File: src/rtpsrb_pkg.sv
// Shared types and constants of the RTP sequence reorder buffer.
package rtpsrb_pkg;

    localparam int SLOTS_DEF = 32;

    localparam logic [1:0] KIND_PKT   = 2'd0;
    localparam logic [1:0] KIND_TICK  = 2'd1;
    localparam logic [1:0] KIND_FLUSH = 2'd2;

    localparam logic [1:0] ACT_FWD  = 2'd0;
    localparam logic [1:0] ACT_HELD = 2'd1;
    localparam logic [1:0] ACT_DROP = 2'd2;
    localparam logic [1:0] ACT_REL  = 2'd3;

    localparam logic CFG_TIMEOUT = 1'b0;
    localparam logic CFG_LIMIT   = 1'b1;

    typedef enum logic [3:0] {
        ST_IDLE,
        ST_DECODE,
        ST_SRCH_RD,
        ST_SRCH_CHK,
        ST_SH_RD,
        ST_SH_WR,
        ST_INS_CHK,
        ST_POP_RD,
        ST_POP,
        ST_CASC_RD,
        ST_CASC_CHK,
        ST_END,
        ST_FINISH
    } state_t;

    typedef struct packed {
        logic       ready;
        logic       emit;
        logic [1:0] emit_act;
        logic       fwd;
        logic       tick;
        logic       flush;
        logic       srch_read;
        logic       idx_inc;
        logic       set_pos;
        logic       shift_read;
        logic       shift_write;
        logic       insert;
        logic       head_read;
        logic       pop;
        logic       finish;
    } cmd_t;

    typedef struct packed {
        logic       in_valid;
        logic [1:0] kind;
        logic       fwd_ok;
        logic       late;
        logic       fire_any;
        logic       flush_any;
        logic       idx_eq_cnt;
        logic       rd_lt;
        logic       rd_eq;
        logic       k_eq_pos;
        logic       cnt_zero;
        logic       overflow;
        logic       newpos_valid;
        logic       can_emit;
        logic       pend_valid;
        logic       head_match;
    } status_t;

endpackage

File: src/rtpsrb_ctrl.sv
// Controller state machine of the RTP sequence reorder buffer.
module rtpsrb_ctrl
(
    input  logic              clk,
    input  logic              rst_n,
    input  rtpsrb_pkg::status_t st,
    output rtpsrb_pkg::cmd_t  cmd
);
    import rtpsrb_pkg::*;

    state_t state_reg;
    state_t state_next;

    always_ff @(posedge clk or negedge rst_n)
    begin
        if (!rst_n)
        begin
            state_reg <= ST_IDLE;
        end
        else
        begin
            state_reg <= state_next;
        end
    end

    always_comb
    begin
        state_next = state_reg;
        unique case (state_reg)
            ST_IDLE:
            begin
                if (st.in_valid)
                begin
                    state_next = ST_DECODE;
                end
            end
            ST_DECODE:
            begin
                unique case (st.kind)
                    KIND_PKT:
                    begin
                        if (st.fwd_ok)
                        begin
                            if (st.can_emit)
                            begin
                                state_next = ST_CASC_RD;
                            end
                        end
                        else if (st.late)
                        begin
                            if (st.can_emit)
                            begin
                                state_next = ST_FINISH;
                            end
                        end
                        else
                        begin
                            state_next = ST_SRCH_RD;
                        end
                    end
                    KIND_TICK:  state_next = st.fire_any ? ST_POP_RD : ST_FINISH;
                    KIND_FLUSH: state_next = st.flush_any ? ST_POP_RD : ST_FINISH;
                    default:    state_next = ST_FINISH;
                endcase
            end
            ST_SRCH_RD:  state_next = st.idx_eq_cnt ? ST_SH_RD : ST_SRCH_CHK;
            ST_SRCH_CHK:
            begin
                if (st.rd_lt)
                begin
                    state_next = ST_SRCH_RD;
                end
                else if (st.rd_eq)
                begin
                    if (st.can_emit)
                    begin
                        state_next = ST_FINISH;
                    end
                end
                else
                begin
                    state_next = ST_SH_RD;
                end
            end
            ST_SH_RD:    state_next = st.k_eq_pos ? ST_INS_CHK : ST_SH_WR;
            ST_SH_WR:    state_next = ST_SH_RD;
            ST_INS_CHK:  state_next = st.overflow ? ST_POP_RD : ST_END;
            ST_POP_RD:   state_next = ST_POP;
            ST_POP:
            begin
                if (st.can_emit)
                begin
                    state_next = ST_CASC_RD;
                end
            end
            ST_CASC_RD:  state_next = st.cnt_zero ? ST_END : ST_CASC_CHK;
            ST_CASC_CHK: state_next = st.head_match ? ST_POP : ST_END;
            ST_END:
            begin
                if (!st.newpos_valid || st.can_emit)
                begin
                    state_next = ST_FINISH;
                end
            end
            ST_FINISH:
            begin
                if (!st.pend_valid || st.can_emit)
                begin
                    state_next = ST_IDLE;
                end
            end
            default:     state_next = ST_IDLE;
        endcase
    end

    always_comb
    begin
        cmd = '0;
        unique case (state_reg)
            ST_IDLE:     cmd.ready = 1'b1;
            ST_DECODE:
            begin
                unique case (st.kind)
                    KIND_PKT:
                    begin
                        if (st.fwd_ok)
                        begin
                            cmd.emit     = st.can_emit;
                            cmd.fwd      = st.can_emit;
                            cmd.emit_act = ACT_FWD;
                        end
                        else if (st.late)
                        begin
                            cmd.emit     = st.can_emit;
                            cmd.emit_act = ACT_DROP;
                        end
                    end
                    KIND_TICK:  cmd.tick  = 1'b1;
                    KIND_FLUSH: cmd.flush = 1'b1;
                    default:    cmd.ready = 1'b0;
                endcase
            end
            ST_SRCH_RD:
            begin
                cmd.set_pos   = st.idx_eq_cnt;
                cmd.srch_read = !st.idx_eq_cnt;
            end
            ST_SRCH_CHK:
            begin
                if (st.rd_lt)
                begin
                    cmd.idx_inc = 1'b1;
                end
                else if (st.rd_eq)
                begin
                    cmd.emit     = st.can_emit;
                    cmd.emit_act = ACT_DROP;
                end
                else
                begin
                    cmd.set_pos = 1'b1;
                end
            end
            ST_SH_RD:
            begin
                cmd.insert     = st.k_eq_pos;
                cmd.shift_read = !st.k_eq_pos;
            end
            ST_SH_WR:    cmd.shift_write = 1'b1;
            ST_POP_RD:   cmd.head_read = 1'b1;
            ST_POP:
            begin
                cmd.pop  = st.can_emit;
                cmd.emit = st.can_emit;
            end
            ST_CASC_RD:  cmd.head_read = !st.cnt_zero;
            ST_END:
            begin
                cmd.emit     = st.newpos_valid && st.can_emit;
                cmd.emit_act = ACT_HELD;
            end
            ST_FINISH:   cmd.finish = st.pend_valid && st.can_emit;
            default:     cmd.ready = 1'b0;
        endcase
    end

endmodule

File: config.mk
export PLATFORM = sky130hd
export DESIGN_NAME = rtpsrb_ctrl
export DESIGN_NICKNAME = d
export VERILOG_FILES = /design/src/rtpsrb_pkg.sv /design/src/rtpsrb_ctrl.sv
export SDC_FILE = /design/constraint.sdc
export NUM_CORES = 1
export LEC_CHECK = 0
export BUFFER_PORTS_ARGS = -buffer_cell sky130_fd_sc_hd__buf_2
export CORE_MARGIN = 2
export CORE_UTILIZATION = 45
export CTS_CLUSTER_DIAMETER = 100
export DETAILED_ROUTE_END_ITERATION = 7
export GPL_ROUTABILITY_DRIVEN = 0
export PLACE_DENSITY = 0.87
export SYNTH_ARGS = -nofsm -noshare
export SYNTH_HDL_FRONTEND = slang
export SYNTH_SLANG_ARGS = --single-unit
File: constraint.sdc
create_clock -name clk -period 2.83 [get_ports clk]
set_clock_uncertainty 0.15 [all_clocks]
set_input_delay 0.1415 -clock clk [delete_from_list [all_inputs] [get_ports clk]]
set_output_delay 0.1415 -clock clk [all_outputs]
set_load 0.01 [all_outputs]
## Yosys cells after proc, flatten, opt, wreduce, memory -nomap -nowiden

Index checks and enable logic that the tools add are counted.

- Mux-type cells: 42
- Reduce and logical (&&, ||, !) cells: 12
- Equal/unequal tests: 17

Operators with widths:

| operator | number |
|---|---|
| 4-bit two-way mux | 13 |
| 4-bit one-hot mux with 13 select lines | 1 |
| 4-bit == test, second input constant | 5 |
| 3-bit two-way mux | 6 |
| 4-bit by 3-bit == test with 1-bit output, second input constant | 4 |
| 1-bit two-way mux | 15 |
| 4-bit one-hot mux with 3 select lines | 1 |
| 4-bit by 2-bit == test with 1-bit output, second input constant | 2 |
| 2-bit != test, second input constant | 3 |
| 2-bit one-hot mux with 3 select lines | 1 |
| 1-bit logical NOT | 5 |
| 4-bit by 1-bit == test with 1-bit output, second input constant | 1 |
| 4-bit logical NOT | 1 |
| 2-bit two-way mux | 2 |
| 1-bit one-hot mux with 2 select lines | 2 |
| 1-bit one-hot mux with 4 select lines | 1 |
| 3-bit AND reduction | 1 |
| 2-bit by 1-bit == test with 1-bit output, second input constant | 1 |
| 2-bit == test, second input constant | 1 |
| 1-bit logical AND | 2 |
| 2-bit logical NOT | 1 |
| 1-bit logical OR | 2 |

- Logic and storage cells: 72
- Register bits: 4
- Bits of input ports: 19
- Output and inout port bits: 16

## Logic depth before layout (Yosys ltp)

Gate-level depths: netlist of run 1.

- Depth in word-level cells: 5
- Depth in mapped cells: 6
- Gate-level depth less buffers: 6

## Least setup slack after synthesis of run 1

OpenSTA, ideal clock, no wires.

- Path type: reg2out
- Start point: reg state_reg[3]
- End point: out cmd[14] (netlist name)
- Path buffers: 1
- Stages on the path, launching flop included: 7
- Data required time: 2.539 ns
- Arrival time: 1.321 ns
- Slack: 1.217 ns
- Cells stage by stage: dfrtp_1 -> buf_6 -> nor4b_4 -> nand2_2 -> o21a_1 -> nand2_1 -> a41o_1

RTL lines:

| element | line | RTL |
|---|---|---|
| start: declaration | rtpsrb_ctrl.sv:11 | `state_t state_reg;` |
| start signal: assignment | rtpsrb_ctrl.sv:22 | `state_reg <= state_next;` |
| end: declaration | rtpsrb_ctrl.sv:7 | `output rtpsrb_pkg::cmd_t cmd` |

==> impl_metrics.tcl, run 1 <==
set metrics [dict create \
    insertion_delay_ns 0.23 \
    syn_inst 109 \
    antenna_found_initial 0 \
    worst-setup-path-type "flop to primary output" \
    period_share_pct 78.4 \
    dp_cells 152 \
    r2r-start "state_reg[1]" \
    synth_flop_cell "dfrtp_1" \
    ys_seq_area_share_pct 13.5 \
    cp.arrival_ns 1.93 \
    initial_utilization_pct 48.5 \
    drtIter0Drc 18 \
    fmax_mhz 451 \
    crit_fanout 14 \
    maxCapViolCount 0 \
    wl_per_cell_um 13.3 \
    synth_top_cell_area_share_pct 13.5 \
    vdd_drop_max_v 0.000393 \
    port_buffers 34 \
    timing.final.max_slew_violations 0 \
    layout-drive-gt1-share_pct 29.3 \
    die-width_um 44.5 \
    cts.clk_slew.worst_paths_ns 0.04 \
    ys_ff_latch 4 \
    required_ns 2.54 \
    r2r_end "state_reg[3]" \
    cp-end-kind "primary output" \
    cts_tree "yes" \
    cts_root_buf "clkbuf_4" \
    synth-edff-count 0 \
    core.rowCount 14 \
    rsz0062_at_grt "no" \
    p_leak_uw 0.000483 \
    final_common_cell "buf_2" \
    fin_crit_ns 2.22 \
    ys_types 38 \
    n_antenna_cell 0 \
    overflow 0 \
    die-height_um 44.5 \
    hp-class "input pin to async pin" \
    rrSetupSlack_ns 0.88 \
    fin_util_pct 60.0 \
    grt_pass1_vias 807 \
    largest_reg_flops 4 \
    crit_start "state_reg[2]" \
    startpoint_type "flop" \
    yosysTopAreaCell "dfrtp_1" \
    htreeDepth 1 \
    vias_per_cell 6.00 \
    fin_setup_tns_ns 0 \
    dp_hpwl_um 1570 \
    syn_to_final_growth_pct 23.7 \
    synth_area_leaders "dfrtp_1, ha_1, nor2_1" \
    r2r_cells 5 \
    crit_end "cmd[14]" \
    syn-cell-area_um2 739 \
    slew_headroom_pct 56.9 \
    final-instance-count-excl-fill 156 \
    clock_sinks 4 \
    power_density_nw_per_um2 678 \
    setup_viol 0 \
    grt_max_degree 22 \
    tightest_slew_ns 0.647 \
    drt-total-wl_um 2070 \
    cts.path.max_buffers 2 \
    yosysWarnings 0 \
    antenna_left 0 \
    grt_pass1_wl_um 3370 \
    mostFrequentLayoutCells "buf_2, nor2_1, nand2_1" \
    synth_nets 132 \
    final_hold_viol_count 0 \
    power_uw 620 \
    outcome "finished, final reports clean" \
    synth-async-reset-ratio_pct 100 \
    cts_buffers 3 \
    io_pins 35 \
    drc 0 \
    grt_use_total_pct 21.8 \
    avgSynthCellArea_um2 6.78 \
    vias 936 \
    core_region_area_um2 1520 \
    drtPass1Iterations 5 \
    nets 165 \
    n_fill_cell 150 \
    die-area_um2 1980 \
]
==> Yosys cell counts (3+ instances only) <==
master and number:
nor2b_1 3, nor2_1 13, nor3_1 4, a31oi_1 4, and3_1 3, a22oi_1 3
a21oi_1 4, ha_1 4, buf_2 5, o21ai_0 8, nand2_1 10, dfrtp_1 4
nand4_1 5, inv_1 9
==> cell type report <==
| type | count | area [um2] | share of cell area [%] |
|---|---|---|---|
| timing repair buffer | 35 | 180 | 19.7 |
| multi-input combinational | 88 | 552 | 60.3 |
| clock buffer | 3 | 22.5 | 2.46 |
| sequential | 4 | 100 | 10.9 |
| inverter | 10 | 40.0 | 4.38 |
| tap | 16 | 20.0 | 2.19 |
==> metal layers <==
metal | global-route usage, % | routed length [um] | up-vias
met2 | 37.7 | 939 | 47
met1 | 29.2 | 933 | 430
met4 | 4.24 | 9 | 0
met3 | 2.04 | 190 | 2
li1 | - | - | 457
met5 | 0 | 0 | -
==> worst max-delay path: stages (launching register included) <==
cell and delay [ns]:
dfrtp_1 0.58, nor4b_4 0.42, nand2_2 0.13, o21a_1 0.21
nand2_1 0.07, a41o_1 0.16, buf_2 0.12
==> worst min-delay path by stage <==
stage	from	endpoint
detailed placement	rst_n	state_reg[3]
finish	rst_n	state_reg[2]
CTS	rst_n	state_reg[3]
floorplan	rst_n	state_reg[0]
global route	rst_n	state_reg[3]
global placement	rst_n	state_reg[0]
==> logic make-up (layout without fill, tap and decap cells) <==
kind of cell               after synthesis  in the layout  share of synthesized area (%)
DFF                                      4              4                           13.5
adders and majority gates                4              4                           6.77
buffers and inverters                   17             48                           11.8
and+or+nand+nor                         50             50                           36.7
AOI/OAI and AO/OA                       34             34                           31.1
==> stage by stage <==
stage               setup WS [ns]  hold WS (ns)  area (um2)
floorplan                    1.22        -0.304         739
global placement            0.937        -0.205         882
detailed placement          0.875        -0.205         882
CTS                         0.622        0.0996         915
global route                0.510         0.104         915
finish                      0.612         0.102         915
==> what timing repair did <==
action	4_1_cts	5_1_grt
gates resized for setup	0	0
endpoints found under the hold margin	4	0
hold buffers	1	0
setup buffers	0	0
==> power breakdown <==
part	switching, uW	leakage [uW]	internal, uW
combinational	200	0.000421	158
clock	22.3	0.0000138	47.4
sequential	113	0.0000488	80.2
Note: power is estimated with default switching activity, not from simulation.
==> run 2: changes to the inputs <==
- clock period: 2.83 -> 2.3 ns (I/O delays scaled with it)
==> run 2 against run 1 <==
Against the previous run: sequential power is 5% lower; count of clock-buffer cells in the layout unchanged; final area rose by 3.3%; combinational power grew 54%; clock power increased by 23%; largest cell class unchanged; via count is 2.9% higher; first-iteration DRC count up 89%; cell count rose by 2.6%; setup slack worse by 0.48 ns.
==> impl_metrics.tcl, run 2 (synthesized netlist as in run 1, its figures left out) <==
set metrics [dict create \
    outcome "finished, final reports clean" \
    fin_setup_tns_ns 0 \
    grt_max_degree 18 \
    fmax_mhz 462 \
    antenna_left 0 \
    port_buffers 34 \
    die-width_um 44.5 \
    die-area_um2 1980 \
    final_common_cell "buf_2" \
    grt_pass1_vias 855 \
    drtPass1Iterations 5 \
    vias 963 \
    antenna_found_initial 0 \
    dp_cells 156 \
    cts_setup_buffers 0 \
    final_hold_viol_count 0 \
    required_ns 2.04 \
    final-instance-count-excl-fill 160 \
    largest_reg_flops 4 \
    cts.clk_slew.worst_paths_ns 0.04 \
    hp-class "input pin to async pin" \
    postLayoutCellArea_um2 945 \
    period_share_pct 94.1 \
    fin_ws_ns 0.135 \
    dpl_worst_slack_ns 0.401 \
    grt_use_total_pct 22.8 \
    htreeDepth 1 \
    crit_fanout 17 \
    die-height_um 44.5 \
    n_fill_cell 145 \
    cts.path.max_buffers 2 \
    core.rowCount 14 \
    rsz0062_at_grt "no" \
    cts_buffers 3 \
    p_leak_uw 0.000504 \
    worstPathCellList "nor4b_4, nand2_2, o21a_1, nand2_1, a41o_1, buf_2" \
    drt-total-wl_um 2140 \
    layout-drive-gt1-share_pct 31.3 \
    power_density_nw_per_um2 870 \
    n_antenna_cell 0 \
    cp-end-kind "primary output" \
    crit_buf_inv 1 \
    grt_pass1_wl_um 3530 \
    clock_sinks 4 \
    r2r_cells 5 \
    cts_root_buf "clkbuf_4" \
    cp_slowest_cell "dfrtp_1" \
    fin_crit_ns 2.17 \
    cp.arrival_ns 1.90 \
    syn_to_final_growth_pct 27.7 \
    power_uw 821 \
    slew_headroom_pct 63.9 \
    io_pins 35 \
    vias_per_cell 6.02 \
    cp_slowest_stage_delay_ns 0.56 \
    dp_hpwl_um 1710 \
    drc 0 \
    post_cts_resized 0 \
    overflow 0 \
    timing.final.max_slew_violations 0 \
    drtIter0Drc 34 \
    wl_per_cell_um 13.4 \
    cp_num_cells 6 \
    crit_family "simple AND/OR/NAND/NOR gates" \
    vdd_drop_max_v 0.000526 \
    nets 169 \
    cts_tree "yes" \
    worst-setup-path-type "flop to primary output" \
    insertion_delay_ns 0.23 \
    startpoint_type "flop" \
    maxCapViolCount 0 \
    placed_cell_area_um2 912 \
    tightest_slew_ns 0.542 \
    setup_viol 0 \
    core_region_area_um2 1520 \
    mostFrequentLayoutCells "buf_2, nor2_1, nand2_1" \
    initial_utilization_pct 48.5 \
]
run 2: cell types whose count changed in the layout (fill, tap and decap cells not counted):
cell,delta
buf_4,+4
run 2: final cells by class:
class | instances | area [um2] | area share [%]
inverter | 10 | 40.0 | 4.24
tap | 16 | 20.0 | 2.12
sequential | 4 | 100 | 10.6
clock buffer | 3 | 22.5 | 2.38
timing repair buffer | 39 | 210 | 22.3
multi-input combinational | 88 | 552 | 58.4
run 2: per-layer routing:
| metal | global-route usage [%] | vias up | share of wire [%] |
|---|---|---|---|
| li1 | - | 465 | - |
| met1 | 31.7 | 423 | 43 |
| met2 | 36.8 | 71 | 46 |
| met3 | 2.04 | 4 | 10 |
| met4 | 7.27 | 0 | 0.79 |
| met5 | 0 | - | 0 |
run 2: per-stage QoR:
step / hold WS [ns] / util (%)
2_1_floorplan: -0.331 / -
3_3_place_gp: -0.232 / 59.9
3_5_place_dp: -0.230 / 59.9
4_1_cts: 0.0807 / 62.0
5_1_grt: 0.0834 / 62.0
6_report: 0.0766 / 62.0
run 2: repair_timing:
| action | 4_1_cts | 5_1_grt |
|---|---|---|
| hold buffers | 1 | 0 |
| hold endpoints to repair | 4 | 0 |
| setup endpoints to repair | 0 | 0 |
run 2: worst paths after layout:
path	start	end	slack [ns]
hold reg to reg	state_reg[2]	state_reg[1]	0.70
hold / removal	rst_n	state_reg[2]	0.08
setup / recovery	state_reg[3]	cmd[14]	0.13
setup reg to reg	state_reg[3]	state_reg[0]	0.48
max in group asynchronous	rst_n	state_reg[1]	1.81
min in group clk	st[16]	state_reg[0]	0.11
run 2: power by group:
group	internal, uW	switching (uW)
clock	58.3	27.7
sequential	99.9	84.6
combinational	231	320
total	389	432
